===== config.mk =====
export PLATFORM = sky130hd
export DESIGN_NAME = scc_byte_ram
export DESIGN_NICKNAME = d
export VERILOG_FILES = /design/src/rtl/assert_macros.svh /design/src/rtl/scc_pkg.sv /design/src/rtl/scc_byte_ram.sv
export SDC_FILE = /design/constraint.sdc
export NUM_CORES = 2
export LEC_CHECK = 0
export BUFFER_PORTS_ARGS = -buffer_cell sky130_fd_sc_hd__clkbuf_2
export CORE_AREA = 2 2 518 520
export DETAILED_ROUTE_END_ITERATION = 10
export DIE_AREA = 0 0 520 522
export GPL_TIMING_DRIVEN = 0
export PLACE_DENSITY_LB_ADDON = 0.05
export SLEW_MARGIN = 20
export SYNTH_ARGS = -nofsm -noshare
export SYNTH_HDL_FRONTEND = slang
export SYNTH_SLANG_ARGS = --single-unit

===== constraint.sdc =====
create_clock -name clk -period 3 [get_ports clk]
set_input_delay 0.6 -clock clk [delete_from_list [all_inputs] [get_ports clk]]
set_output_delay 0.6 -clock clk [all_outputs]
set_load 0.1 [all_outputs]

===== src/rtl/assert_macros.svh =====
// Assertion helpers for the cache RTL.
// Expects clk and rst_n in the scope of each use.
`ifndef ASSERT_MACROS_SVH
`define ASSERT_MACROS_SVH

// Plain check, disabled while reset is asserted.
`define SCC_ASSERT(name, prop) \
  name: assert property (@(posedge clk) disable iff (!rst_n) (prop)) \
    else $error("cache check failed");

// Same check with its own message text.
`define SCC_ASSERT_MSG(name, prop, msg) \
  name: assert property (@(posedge clk) disable iff (!rst_n) (prop)) \
    else $error(msg);

`endif


===== src/rtl/scc_pkg.sv =====
// Shared types, codes and helper functions of the set-associative cache.
// No dependencies.
package scc_pkg;

  localparam int ADDR_W = 8;
  localparam int LINES  = 256;
  localparam int MAXW   = 4;
  localparam int CNT_W  = 16;

  localparam logic [1:0] CMD_READ    = 2'd0;
  localparam logic [1:0] CMD_WRITE   = 2'd1;
  localparam logic [1:0] CMD_FLUSH   = 2'd2;
  localparam logic [1:0] CMD_PRELOAD = 2'd3;

  localparam logic [1:0] REPL_RANDOM = 2'd0;
  localparam logic [1:0] REPL_LRU    = 2'd1;
  localparam logic [1:0] REPL_LFU    = 2'd2;

  localparam logic [2:0] CFG_CACHE_LOG2 = 3'd0;
  localparam logic [2:0] CFG_BLOCK_LOG2 = 3'd1;
  localparam logic [2:0] CFG_WAYS_LOG2  = 3'd2;
  localparam logic [2:0] CFG_REPL       = 3'd3;
  localparam logic [2:0] CFG_WHIT       = 3'd4;
  localparam logic [2:0] CFG_WMISS      = 3'd5;

  localparam logic [7:0] LFSR_TAP  = 8'hB8;
  localparam logic [7:0] LFSR_SEED = 8'h01;

  typedef struct packed {
    logic [3:0] blog;
    logic [1:0] wlog;
    logic [3:0] slog;
  } geom_t;

  typedef struct packed {
    logic [1:0] repl;
    logic       whp;
    logic       wmp;
  } policy_t;

  typedef struct packed {
    logic [7:0]       tag;
    logic             dirty;
    logic [1:0]       rank;
    logic [CNT_W-1:0] count;
  } meta_t;

  typedef struct packed {
    logic       we;
    logic [7:0] addr;
    meta_t      data;
    logic       set_valid;
  } meta_wr_t;

  typedef struct packed {
    meta_t data;
    logic  ok;
    logic  valid;
  } meta_rd_t;

  typedef struct packed {
    logic       we;
    logic [7:0] addr;
    logic [7:0] data;
  } byte_wr_t;

  typedef logic [MAXW-1:0][1:0]       rank_vec_t;
  typedef logic [MAXW-1:0][CNT_W-1:0] cnt_vec_t;

  function automatic geom_t calc_geom(logic [3:0] c, logic [3:0] b, logic [1:0] w);
    logic [3:0] cc;
    logic [3:0] bb;
    logic [1:0] ww;
    geom_t      g;
    cc = (c < 4'd3) ? 4'd3 : ((c > 4'd8) ? 4'd8 : c);
    ww = (w > 2'd2) ? 2'd2 : w;
    bb = (b > 4'd8) ? 4'd8 : b;
    if (bb + {2'b00, ww} > cc) bb = cc - {2'b00, ww};
    g.blog = bb;
    g.wlog = ww;
    g.slog = cc - bb - {2'b00, ww};
    return g;
  endfunction

  // Move way w to most recent; ranks above its old rank slide down.
  function automatic rank_vec_t touch(rank_vec_t rk, logic [1:0] w, logic [2:0] ways);
    logic [1:0] r;
    r = rk[w];
    for (int i = 0; i < MAXW; i++) begin
      if (3'(i) < ways && rk[i] > r) rk[i] = rk[i] - 2'd1;
    end
    rk[w] = 2'(ways - 3'd1);
    return rk;
  endfunction

endpackage


===== src/rtl/scc_byte_ram.sv =====
// 256 x 8 synchronous RAM, one write and one registered read port.
// Depends on scc_pkg.
module scc_byte_ram import scc_pkg::*; (
  input  logic       clk,
  input  byte_wr_t   wr,
  input  logic [7:0] raddr,
  output logic [7:0] rdata
);

  logic [7:0] mem [LINES];
  logic [7:0] rdata_r;

  always_ff @(posedge clk) begin
    if (wr.we) mem[wr.addr] <= wr.data;
    rdata_r <= mem[raddr];
  end

  assign rdata = rdata_r;

endmodule


==> results.md <==
- Outcome: finished, violations left
- Failing checks: negative setup slack
- Synth top area share: 77.3%
- H-tree depth: 4
- Number of enable flip-flop cells after synthesis: 2048
- Worst slack at placement: -2440 ps
- Area Overhead vs Synth: 18.2%
- RSZ-0062 raised after global routing: yes
- Mapped Area: 79600 µm²
- Sequential share of power: 50.2%
- CTS Sinks: 2056
- Share of flip-flops with an asynchronous set or reset: 0%
- Row count: 190
- Clock share of power: 43.2%
- Total CTS buffers: 230
- Slew @ Worst Pin: 1180 ps
- Area of the core: 266000 µm²
- P_int: 48.2 mW
- Dpl cells: 7366
- #FFs+latches synth: 2056
- Setup ws final: -120 ps
- PnR Total Power: 63.1 mW
- Fmax: 0.321 GHz
- GPL Wtd Cong: 0.879
- DR vias/cell: 5.19
- Synth area leader: edfxtp_1
- Antenna Nets Post-Route: 0
- Via Count: 40400
- CTS Buffer Depth: 3
- Net Sw Power: 14.9 mW
- Crit Path Max Fanout: 10
- CTS tree: yes
- Final clock skew: 32.5 ps
- Setup CP Type: in -> reg
- Maximum VDD drop: 0.611 mV
- Relative slew slack: 21.1%
- Clk_lat worst skew: 900 ps
- Die height: 522 µm
- First-pass GRT wire length: 397000 µm
- Top post-synthesis cells by area: edfxtp_1, mux4_2, mux2i_1
- Reg2reg setup slack: 290 ps
- Share of post-route cells with drive strength above 1: 29.4%
- Synth Flop Type: edfxtp_1
- Post-DP HPWL: 207000 µm
- Setup TNS: -3330 ps
- Ports: 34
- Iter 0 DRT Violations: 4480
- Top-count cell post-synth: edfxtp_1
- # setup viols final: 89
- Post-Synthesis Cells: 3733
- Syn avg cell area: 21.3 µm²
- Most frequent cells after synthesis: edfxtp_1, mux4_2, nor2_1
- Final Hold Fails: 0
- Vias in the first global route: 41200
- Power Dens Cells: 671 nW/µm²
- Hold Path Class: in -> reg
- WHS Path Cells: 1
- Post-layout instance area: 94000 µm²
- Sequential element share of the synthesized area: 77.5%
- Finished Layout Cells: 7788
- Nets@finish: 4076
- Die area: 271000 µm²
- Final Max Tran Viols: 0
- DRC Markers: 0
- Die W: 520 µm
- Sw Share: 23.7%
- Yosys Warn Count: 0
- Critical Path AT: 3840 ps
- Initial Util: 29.9%
- Worst r2r path cells: 6
- WL/cell: 38.5 µm
- CP Capture Type: flip-flop
- Distinct cell type count after synthesis: 55
- Logic pwr share: 6.6%
- CTS clk-pin slew, worst paths: 60 ps
- Detailed Route WL: 300000 µm
- CTS Root Cell: clkbuf_16
- Cell Area, Placed: 85700 µm²
- Leakage power: 28.7 nW
- CP Launch Type: input pin
- WP data required: 3720 ps
- First-pass iteration count of the detailed router: 7
- Period utilization: 104%
- Largest net degree at the start of global routing: 105
- Final worst path period need: 3120 ps
- Synth Net Count: 3759
- Initial antenna violation count: 26
- Port Buffers: 26
- Remaining Overflow, GRT: 0
- Max-cap viol count: 0
- Global-route usage over all layers: 22.0%
==> worst paths after layout <==
check | end | start
max | rdata[7] | raddr[3]
min | mem[71][4] | wr[4]
min reg2reg | rdata[5] | mem[33][5]
max reg2reg | rdata[7] | mem[129][7]
==> power groups by stage <==
stage               Combinational, mW  Sequential, mW  Clock, mW
floorplan                        1.54            32.5          0
global placement                 3.82            32.5          0
detailed placement               4.03            32.3          0
CTS                              4.18            31.7       27.9
global route                     4.29            31.7       28.9
finish                           4.16            31.7       27.3
==> timing repair <==
action,4_1_cts,5_1_grt
setup buffers,2,2
pin swaps,9,3
setup endpoints to repair,193,632
hold endpoints to repair,8,0
hold buffers,1,0
resized for setup,214,101
==> cells by family (layout without fill, tap and decap cells) <==
kind of cell | count (synthesis) | after routing | share of synthesized area (%)
flip-flops | 2056 | 2056 | 77.5
multiplexers | 591 | 591 | 14.6
AND/OR/NAND/NOR | 466 | 466 | 2.63
AO/OA/AOI/OAI | 385 | 385 | 3.42
buffers and inverters | 235 | 733 | 1.83
other | 0 | 5 | 0
==> critical path, cell delays in order <==
cell and delay [ps]:
clkbuf_2 150, clkbuf_2 610, nor2b_1 350, nand2_1 420, nor2_1 110, a2111oi_2 830
nor3_4 170, nor4_4 570
==> flip-flops by register name, summed over array words and instances, names as in the netlist <==
name   cells
rdata      8
mem     2048
==> cell usage in the layout (no fill, tap or decap), types with 17 or more instances in the layout <==
cell       count
nor2_2       113
edfxtp_1    2048
nand2_1       33
nand3_1       33
clkbuf_8      17
nor2b_1       30
clkbuf_1      98
buf_6         31
buf_4         52
clkinv_1      51
clkbuf_2      65
nor2_1       161
a22oi_1      131
mux4_2       454
a21oi_1       84
clkbuf_16    233
mux2i_1      134
clkinv_2      38
buf_2         22
clkbuf_4      21
o22ai_1       27
buf_12        25
o221ai_1      40
buf_16        32
==> per-stage QoR <==
step	hold slack [ps]	utilization, %
after floorplan	699	-
after global placement	1230	31.6
after detailed placement	946	32.2
after CTS	106	35.2
after global routing	141	35.3
final	164	35.3
==> per-layer routing <==
metal	track usage [%]	wire, µm
met1	31.2	136000
met2	35.8	143000
met3	3.10	13800
met4	5.18	7570
met5	0	27
==> cell type report <==
cell class | instances | area (µm²)
fill | 24600 | 172000
clock inverter | 113 | 1010
multi-input combinational | 1442 | 17500
clock buffer | 300 | 6160
tap | 3552 | 4440
timing repair buffer | 87 | 1490
antenna | 5 | 12.5
buffer | 231 | 1750
sequential | 2056 | 61700
inverter | 2 | 8.76
Power figures use the tool's default switching activity.
